--- config.mk ---
export PLATFORM = sky130hd
export DESIGN_NAME = dda_line_rasterizer
export DESIGN_NICKNAME = d
export VERILOG_FILES = /design/src/hdl/ddar_pkg.sv /design/src/hdl/ddar_div.sv /design/src/hdl/dda_line_rasterizer.sv
export SDC_FILE = /design/constraint.sdc
export NUM_CORES = 1
export LEC_CHECK = 0
export BUFFER_PORTS_ARGS = -buffer_cell sky130_fd_sc_hd__buf_2
export CAP_MARGIN = 15
export CORE_AREA = 2 2 165 167
export DETAILED_ROUTE_END_ITERATION = 10
export DIE_AREA = 0 0 167 169
export GPL_ROUTABILITY_DRIVEN = 0
export GPL_TIMING_DRIVEN = 0
export PLACE_DENSITY = 0.67
export SKIP_CTS_REPAIR_TIMING = 1
export SLEW_MARGIN = 0
export SYNTH_ARGS = -nofsm -noshare
export SYNTH_HDL_FRONTEND = slang
export SYNTH_SLANG_ARGS = --single-unit
--- constraint.sdc ---
create_clock -name clk -period 9.7 [get_ports clk]
set_input_delay 1.94 -clock clk [delete_from_list [all_inputs] [get_ports clk]]
set_output_delay 1.94 -clock clk [all_outputs]
set_load 0.05 [all_outputs]
--- src/hdl/ddar_pkg.sv ---
// shared types and codes for the dda line rasterizer
`default_nettype none

package ddar_pkg;

	// request kinds carried on the input tuser
	localparam logic REQ_START   = 1'b0;
	localparam logic REQ_ADVANCE = 1'b1;

	// status of the shared divider
	typedef struct packed {
		logic busy;
		logic done;
	} div_status_t;

endpackage

`default_nettype wire

--- src/hdl/ddar_div.sv ---
// restoring divider, one quotient bit per cycle, for the rounded line increments
`default_nettype none

module ddar_div
	import ddar_pkg::*;
#(
	parameter int COORD_BITS = 10,
	parameter int FRAC_BITS  = 16
) (
	input  wire logic                    clk,
	input  wire logic                    arst_n,
	input  wire logic                    start,
	input  wire logic [COORD_BITS-1:0]   mag,
	input  wire logic [COORD_BITS-1:0]   den,
	output logic      [FRAC_BITS:0]      quo,
	output div_status_t                  status
);

	localparam int NUM_W = COORD_BITS + FRAC_BITS + 1;
	localparam int CNT_W = $clog2(FRAC_BITS + 2);

	logic [NUM_W-1:0]      num;
	logic [COORD_BITS-1:0] rem_q;
	logic [FRAC_BITS:0]    sh_q;
	logic [COORD_BITS-1:0] den_q;
	logic [CNT_W-1:0]      cnt_q;
	logic                  busy_q;
	logic                  done_q;
	logic [COORD_BITS+1:0] diff;
	logic                  fits;

	// dividend is mag scaled by the fraction plus half the divisor for rounding
	assign num = {1'b0, mag, {FRAC_BITS{1'b0}}} + {{(FRAC_BITS + 2){1'b0}}, den[COORD_BITS-1:1]};

	// trial subtract of the divisor from the shifted partial remainder
	assign diff = {1'b0, rem_q, sh_q[FRAC_BITS]} - {2'b00, den_q};
	assign fits = ~diff[COORD_BITS+1];

	// control
	always_ff @(posedge clk or negedge arst_n) begin
		if (!arst_n) begin
			busy_q <= 1'b0;
			done_q <= 1'b0;
			cnt_q  <= '0;
		end else begin
			done_q <= 1'b0;
			if (start) begin
				busy_q <= 1'b1;
				cnt_q  <= CNT_W'(FRAC_BITS + 1);
			end else if (busy_q) begin
				cnt_q <= cnt_q - CNT_W'(1);
				if (cnt_q == CNT_W'(1)) begin
					busy_q <= 1'b0;
					done_q <= 1'b1;
				end
			end
		end
	end

	// datapath: high dividend bits seed the remainder, low bits shift out msb first
	always_ff @(posedge clk) begin
		if (start) begin
			rem_q <= num[NUM_W-1:FRAC_BITS+1];
			sh_q  <= num[FRAC_BITS:0];
			den_q <= den;
		end else if (busy_q) begin
			rem_q <= fits ? diff[COORD_BITS-1:0] : {rem_q[COORD_BITS-2:0], sh_q[FRAC_BITS]};
			sh_q  <= {sh_q[FRAC_BITS-1:0], fits};
		end
	end

	assign quo         = sh_q;
	assign status.busy = busy_q;
	assign status.done = done_q;

endmodule

`default_nettype wire

--- src/hdl/dda_line_rasterizer.sv ---
// dda line rasterizer top level: request decode, position update, output register
//
// Input channel s_axis: tuser is the request kind (start or advance), tdata the
// two endpoints. A start item loads the first endpoint and emits it as the first
// pixel; the increments are then found by the shared bit-serial divider, first
// for x and then for y, one quotient bit per cycle. A start with distinct
// endpoints therefore holds tready low after the accept until both increments
// are in; equal endpoints emit one pixel flagged last and start no division.
// Each advance item emits the next pixel; the final pixel of a line carries
// tlast. An advance with no line in progress is accepted and gives no pixel.
// Output channel m_axis: one registered pixel, visible the cycle after its item
// is accepted. While the receiver stalls the pixel holds and tready on the input
// stays low; a pixel taken in the same cycle frees the register for a new item.
// Reset clears the sequencer, the output valid and the active-line flag.
`default_nettype none

module dda_line_rasterizer
	import ddar_pkg::*;
#(
	parameter int COORD_BITS = 10,
	parameter int FRAC_BITS  = 16
) (
	input  wire logic                                   clk,
	input  wire logic                                   arst_n,
	input  wire logic                                   s_axis_tvalid,
	output logic                                        s_axis_tready,
	// start_x, start_y, end_x, end_y from bit 0 up
	input  wire logic [((4*COORD_BITS+7)/8)*8-1:0]      s_axis_tdata,
	// req_type
	input  wire logic                                   s_axis_tuser,
	output logic                                        m_axis_tvalid,
	input  wire logic                                   m_axis_tready,
	// pixel_x, pixel_y from bit 0 up
	output logic      [((2*COORD_BITS+7)/8)*8-1:0]      m_axis_tdata,
	output logic                                        m_axis_tlast
);

	localparam int OUT_W  = ((2*COORD_BITS+7)/8)*8;
	localparam int POS_W  = COORD_BITS + FRAC_BITS;
	localparam int STEP_W = POS_W + 1;
	localparam int SUM_W  = POS_W + 2;

	localparam logic [1:0] ST_IDLE   = 2'd0;
	localparam logic [1:0] ST_WAIT_X = 2'd1;
	localparam logic [1:0] ST_WAIT_Y = 2'd2;

	logic [1:0]            state_q;
	logic                  line_active_q;
	logic [COORD_BITS-1:0] steps_left_q;
	logic [POS_W-1:0]      pos_x_q, pos_y_q;
	logic [STEP_W-1:0]     step_x_q, step_y_q;
	logic [COORD_BITS-1:0] mag_y_q;
	logic                  neg_x_q, neg_y_q;
	logic                  m_valid_q, m_last_q;
	logic [COORD_BITS-1:0] m_x_q, m_y_q;

	logic [COORD_BITS-1:0] x0, y0, x1, y1;
	logic [COORD_BITS:0]   dx, dy;
	logic [COORD_BITS-1:0] ax, ay, steps;
	logic                  accept, is_start, is_adv;
	logic [SUM_W-1:0]      sum_x, sum_y;
	logic [POS_W-1:0]      nxt_x, nxt_y;
	logic [COORD_BITS-1:0] left_dec;

	logic                  div_start;
	logic [COORD_BITS-1:0] div_mag;
	logic [COORD_BITS-1:0] div_den;
	logic [FRAC_BITS:0]    div_quo;
	div_status_t           div_st;
	logic [STEP_W-1:0]     quo_ext, quo_signed;

	// field unpacking and handshake
	assign x0 = s_axis_tdata[COORD_BITS-1:0];
	assign y0 = s_axis_tdata[2*COORD_BITS-1:COORD_BITS];
	assign x1 = s_axis_tdata[3*COORD_BITS-1:2*COORD_BITS];
	assign y1 = s_axis_tdata[4*COORD_BITS-1:3*COORD_BITS];

	assign s_axis_tready = (state_q == ST_IDLE) && (!m_valid_q || m_axis_tready);
	assign accept        = s_axis_tvalid && s_axis_tready;
	assign is_start      = accept && (s_axis_tuser == REQ_START);
	assign is_adv        = accept && (s_axis_tuser == REQ_ADVANCE) && line_active_q;

	// deltas, magnitudes and step count
	assign dx    = {1'b0, x1} - {1'b0, x0};
	assign dy    = {1'b0, y1} - {1'b0, y0};
	assign ax    = dx[COORD_BITS] ? COORD_BITS'(-dx) : dx[COORD_BITS-1:0];
	assign ay    = dy[COORD_BITS] ? COORD_BITS'(-dy) : dy[COORD_BITS-1:0];
	assign steps = (ax > ay) ? ax : ay;

	// position advance with saturation to the coordinate range
	assign sum_x = {2'b00, pos_x_q} + {step_x_q[STEP_W-1], step_x_q};
	assign sum_y = {2'b00, pos_y_q} + {step_y_q[STEP_W-1], step_y_q};
	assign nxt_x = sum_x[SUM_W-1] ? '0 : (sum_x[POS_W] ? '1 : sum_x[POS_W-1:0]);
	assign nxt_y = sum_y[SUM_W-1] ? '0 : (sum_y[POS_W] ? '1 : sum_y[POS_W-1:0]);
	assign left_dec = steps_left_q - COORD_BITS'(1);

	// shared divider: x launches on the start accept, y when x is done
	assign div_start = (is_start && (steps != '0)) || ((state_q == ST_WAIT_X) && div_st.done);
	assign div_mag   = (state_q == ST_WAIT_X) ? mag_y_q : ax;
	// the step count is not registered yet on the start accept
	assign div_den   = (state_q == ST_IDLE) ? steps : steps_left_q;

	ddar_div #(
		.COORD_BITS (COORD_BITS),
		.FRAC_BITS  (FRAC_BITS)
	) u_div (
		.clk    (clk),
		.arst_n (arst_n),
		.start  (div_start),
		.mag    (div_mag),
		.den    (div_den),
		.quo    (div_quo),
		.status (div_st)
	);

	// apply the sign of the delta to the quotient
	assign quo_ext    = {{COORD_BITS{1'b0}}, div_quo};
	assign quo_signed = ((state_q == ST_WAIT_X) ? neg_x_q : neg_y_q) ? -quo_ext : quo_ext;

	// sequencer and line control
	always_ff @(posedge clk or negedge arst_n) begin
		if (!arst_n) begin
			state_q       <= ST_IDLE;
			line_active_q <= 1'b0;
			steps_left_q  <= '0;
		end else begin
			case (state_q)
				ST_IDLE: begin
					if (is_start) begin
						line_active_q <= 1'b0;
						steps_left_q  <= steps;
						if (steps != '0) begin
							state_q <= ST_WAIT_X;
						end
					end else if (is_adv) begin
						steps_left_q <= left_dec;
						if (left_dec == '0) begin
							line_active_q <= 1'b0;
						end
					end
				end
				ST_WAIT_X: begin
					if (div_st.done) begin
						state_q <= ST_WAIT_Y;
					end
				end
				ST_WAIT_Y: begin
					if (div_st.done) begin
						state_q       <= ST_IDLE;
						line_active_q <= 1'b1;
					end
				end
				default: begin
					state_q <= ST_IDLE;
				end
			endcase
		end
	end

	// position, increments and captured deltas
	always_ff @(posedge clk) begin
		if (is_start) begin
			pos_x_q  <= {x0, 1'b1, {(FRAC_BITS-1){1'b0}}};
			pos_y_q  <= {y0, 1'b1, {(FRAC_BITS-1){1'b0}}};
			mag_y_q  <= ay;
			neg_x_q  <= dx[COORD_BITS];
			neg_y_q  <= dy[COORD_BITS];
			step_x_q <= '0;
			step_y_q <= '0;
		end else if (is_adv) begin
			pos_x_q <= nxt_x;
			pos_y_q <= nxt_y;
		end
		if ((state_q == ST_WAIT_X) && div_st.done) begin
			step_x_q <= quo_signed;
		end
		if ((state_q == ST_WAIT_Y) && div_st.done) begin
			step_y_q <= quo_signed;
		end
	end

	// output register
	always_ff @(posedge clk or negedge arst_n) begin
		if (!arst_n) begin
			m_valid_q <= 1'b0;
		end else if (is_start || is_adv) begin
			m_valid_q <= 1'b1;
		end else if (m_axis_tready) begin
			m_valid_q <= 1'b0;
		end
	end

	always_ff @(posedge clk) begin
		if (is_start) begin
			m_x_q    <= x0;
			m_y_q    <= y0;
			m_last_q <= (steps == '0);
		end else if (is_adv) begin
			m_x_q    <= nxt_x[POS_W-1:FRAC_BITS];
			m_y_q    <= nxt_y[POS_W-1:FRAC_BITS];
			m_last_q <= (left_dec == '0);
		end
	end

	assign m_axis_tvalid = m_valid_q;
	assign m_axis_tlast  = m_last_q;
	assign m_axis_tdata  = OUT_W'({m_y_q, m_x_q});

	// checks
	a_busy_not_ready: assert property (@(posedge clk) disable iff (!arst_n)
		(state_q != ST_IDLE) |-> !s_axis_tready)
		else $error("input ready while increments are being computed");

	a_active_has_steps: assert property (@(posedge clk) disable iff (!arst_n)
		line_active_q |-> (steps_left_q != '0))
		else $error("active line with no steps left");

	a_done_in_wait: assert property (@(posedge clk) disable iff (!arst_n)
		div_st.done |-> ((state_q == ST_WAIT_X) || (state_q == ST_WAIT_Y)))
		else $error("divider finished outside a wait state");

	a_start_launches: assert property (@(posedge clk) disable iff (!arst_n)
		(is_start && (steps != '0)) |=> ((state_q == ST_WAIT_X) && div_st.busy))
		else $error("start with distinct endpoints did not launch the divider");

	a_no_overlap: assert property (@(posedge clk) disable iff (!arst_n)
		div_start |-> !div_st.busy)
		else $error("divider launched while busy");

endmodule

`default_nettype wire
==> impl_metrics.env <==
export IMPL_status="finished, final reports clean"
export IMPL_finalNetCount=1639
export IMPL_dp_cells=1809
export IMPL_cts_tree="built"
export IMPL_p_per_area_nw_per_um2=286
export IMPL_fin_skew_ns=0.0140
export IMPL_netSwitchingPower_uw=1780
export IMPL_htreeDepth=4
export IMPL_drt_iter0_markers=898
export IMPL_cp_end_kind="register"
export IMPL_synthDistinctLibCells=82
export IMPL_hold_path_depth=2
export IMPL_ir_drop_v=0.000140
export IMPL_fin_crit_ns=8.50
export IMPL_clkTransAtPathRegs_ns=0.07
export IMPL_crit_buf_inv=6
export IMPL_synth_edf_count=144
export IMPL_die_area_um2=28200
export IMPL_critPathTopFamily="compound AO/OA/AOI/OAI gates"
export IMPL_drv_cap=0
export IMPL_crit_slowest_cell="o31ai_1"
export IMPL_grt_setup_unrepaired="no"
export IMPL_die_w_um=167
export IMPL_grt_max_degree=29
export IMPL_seqCellArea_um2=5490
export IMPL_worst_ep_arrival_time_ns=8.69
export IMPL_period_share=0.876
export IMPL_dr_total_vias=10447
export IMPL_ios=72
export IMPL_clkSinkCount=197
export IMPL_instances_no_fill=1844
export IMPL_initial_utilization=0.500
export IMPL_multi_input_area_um2=7210
export IMPL_critPathKind="input port to register"
export IMPL_vias_per_cell=5.67
export IMPL_pwr_share_comb=0.502
export IMPL_netlist_instances=1397
export IMPL_crit_chain="buf_2 > ha_1 > inv_1 > fa_1 > a21o_1 > a22o_1 > o31ai_1 > clkbuf_1 > nor2_1 > a21oi_1 > ha_1 > nor2b_1 > o21a_1 > o21ai_0 > a21oi_1 > o21ai_0 > clkbuf_1 > nand2_1 > nor3_1 > a311oi_1 > o41ai_4 > buf_2 > nand2_1 > buf_8"
export IMPL_switching_share=0.424
export IMPL_p_seq_frac=0.333
export IMPL_finalSetupTns_ns=0
export IMPL_intPower_uw=2420
export IMPL_synth_area_per_cell_um2=9.48
export IMPL_netlist_area_um2=13200
export IMPL_hold_path_class="register to register"
export IMPL_clock_path_buffers=2
export IMPL_async_reset_ff_frac=0.107
export IMPL_slew_viol_final=0
export IMPL_ys_flop_type="edfxtp_1"
export IMPL_grt_pass1_wl_um=51800
export IMPL_ys_seq_area_frac=0.415
export IMPL_grt_pass1_vias=9770
export IMPL_hold_viol=0
export IMPL_worst_slew_pin_slew_ns=1.12
export IMPL_cp_data_required_time_ns=9.89
export IMPL_fin_area_um2=14700
export IMPL_synth_top_area_frac=0.327
export IMPL_yosysWarningCount=0
export IMPL_ys_seq_elements=197
export IMPL_worst_path_stages=24
export IMPL_root_buffer="clkbuf_16"
export IMPL_numCtsBuffers=17
export IMPL_crit_fanout=17
export IMPL_synth_area_top_cells="edfxtp_1 (33%), ha_1 (9.4%), xnor2_1 (5.4%), dfxtp_1 (4.8%), o21ai_0 (4.3%)"
export IMPL_hpwlAfterDp_um=25100
export IMPL_grt_ovfl_total=0
export IMPL_fillers=2440
export IMPL_area_delta_synth_final_pct=10.7
export IMPL_worstSetupStartpointType="input port"
export IMPL_clk_latency_ns=0.44
export IMPL_fmax_mhz=118
export IMPL_grtUsageTotal=0.233
export IMPL_postRouteAntennaNets=0
export IMPL_synth_top_cell_by_area="edfxtp_1"
export IMPL_antenna_found_initial=0
export IMPL_routed_wirelength_um=32800
export IMPL_power_leakage_uw=0.00620
export IMPL_diodes=0
export IMPL_crit_path_max_incr_delay_ns=0.67
export IMPL_synth_most_common_cell="edfxtp_1"
export IMPL_clock_power_share=0.165
export IMPL_setup_violations=0
export IMPL_dpl_instance_area_um2=14000
export IMPL_post_drt_wl_per_cell_um=17.8
export IMPL_reg2regPathDepth=12
export IMPL_slew_headroom=0.250
export IMPL_drive_above_1_share=0.0965
export IMPL_first_pass_iters=5
export IMPL_io_buffer_count=67
export IMPL_die_y_um=169
export IMPL_drc=0
export IMPL_rows=60
export IMPL_yosys_top_cells_count="edfxtp_1 (144), nor2_1 (143), nand2_1 (118), o21ai_0 (114), ha_1 (99)"
export IMPL_core_area_um2=26500
per-stage QoR:
step	hold slack [ns]	total power, uW	setup WS (ns)	util
after floorplan	0.432	2960	2.05	-
after global placement	0.440	3430	0.624	0.529
after detailed placement	0.450	3480	0.537	0.530
after CTS	0.470	4180	0.979	0.551
after global routing	0.500	4500	0.707	0.553
final	0.466	4190	1.20	0.553
final timing paths:
kind / start / endpoint / slack [ns]
min in group asynchronous: arst_n / m_axis_tvalid / 1.46
worst max-delay path: s_axis_tdata[10] / u_div.quo[14] / 1.20
worst min register to register: pos_x_q[10] / pos_x_q[10] / 0.47
max in group asynchronous: arst_n / state_q[0] / 7.87
worst max register to register: step_y_q[1] / pos_y_q[23] / 5.24
worst min-delay path: pos_x_q[10] / pos_x_q[10] / 0.47
flip-flops by register name, indices dropped and copies added (netlist names):
signal and cells:
step_x_q 27, step_y_q 27, pos_x_q 26, pos_y_q 26, u_div.quo 17, m_x_q 10
m_y_q 10, mag_y_q 10, steps_left_q 10, u_div.den_q 10, u_div.rem_q 10, u_div.cnt_q 5
state_q 2, line_active_q 1, m_axis_tlast 1, m_axis_tvalid 1, neg_x_q 1, neg_y_q 1
u_div.busy_q 1, u_div.done_q 1
logic make-up (layout without fill, tap and decap cells):
| family | count (synthesis) | after routing | share of synthesized area |
|---|---|---|---|
| multiplexers | 50 | 50 | 0.0395 |
| buffers and inverters | 140 | 243 | 0.0424 |
| AO/OA/AOI/OAI | 349 | 349 | 0.169 |
| XOR/XNOR | 111 | 111 | 0.0745 |
| other | 1 | 4 | 0.000283 |
| flip-flops | 197 | 197 | 0.415 |
| AND/OR/NAND/NOR | 445 | 445 | 0.158 |
| adder cells (fa/ha/maj) | 104 | 104 | 0.101 |
layout by cell type (no fill, tap or decap), types with 19 or more instances in the layout:
cell,count
ha_1,99
o21ai_0,114
inv_1,88
dfrtp_1,21
dfxtp_1,32
buf_2,69
a21oi_1,78
and2_1,19
a21o_1,35
mux2i_1,32
nand2b_1,19
xnor2_1,82
nor2_1,143
clkbuf_1,36
edfxtp_1,144
xor2_1,28
nand2_1,118
nor2b_1,20
nor3_1,45
power groups by stage:
stage	logic (uW)	registers, uW	clock network [uW]
floorplan	1540	1420	0
global placement	2020	1410	0
detailed placement	2070	1410	0
CTS	2080	1400	700
global route	2340	1420	734
finish	2100	1400	692
cell type report:
type / instances / area share
timing repair buffer: 71 / 0.0282
multi-input combinational: 1063 / 0.492
inverter: 91 / 0.0233
tap: 341 / 0.0291
buffer: 49 / 0.0150
sequential: 197 / 0.375
clock buffer: 17 / 0.0290
clock inverter: 15 / 0.00888
worst register-to-register path, cell delays in order, from the launching register on:
cell	delay (ns)
edfxtp_1	0.40
ha_1	0.29
a21o_1	0.19
a21oi_1	0.27
o211ai_1	0.22
a311oi_1	0.53
o21ai_0	0.38
a31o_2	0.32
a21boi_0	0.36
o21ai_0	0.29
nand2_1	0.22
clkbuf_1	0.50
o21ai_0	0.20
metal layers:
metal / share of wire / global-route usage
met1: 0.46 / 0.318
met2: 0.49 / 0.396
met3: 0.033 / 0.0267
met4: 0.015 / 0.0588
met5: 0 / 0
No activity file was read; power rests on OpenSTA's default activity.
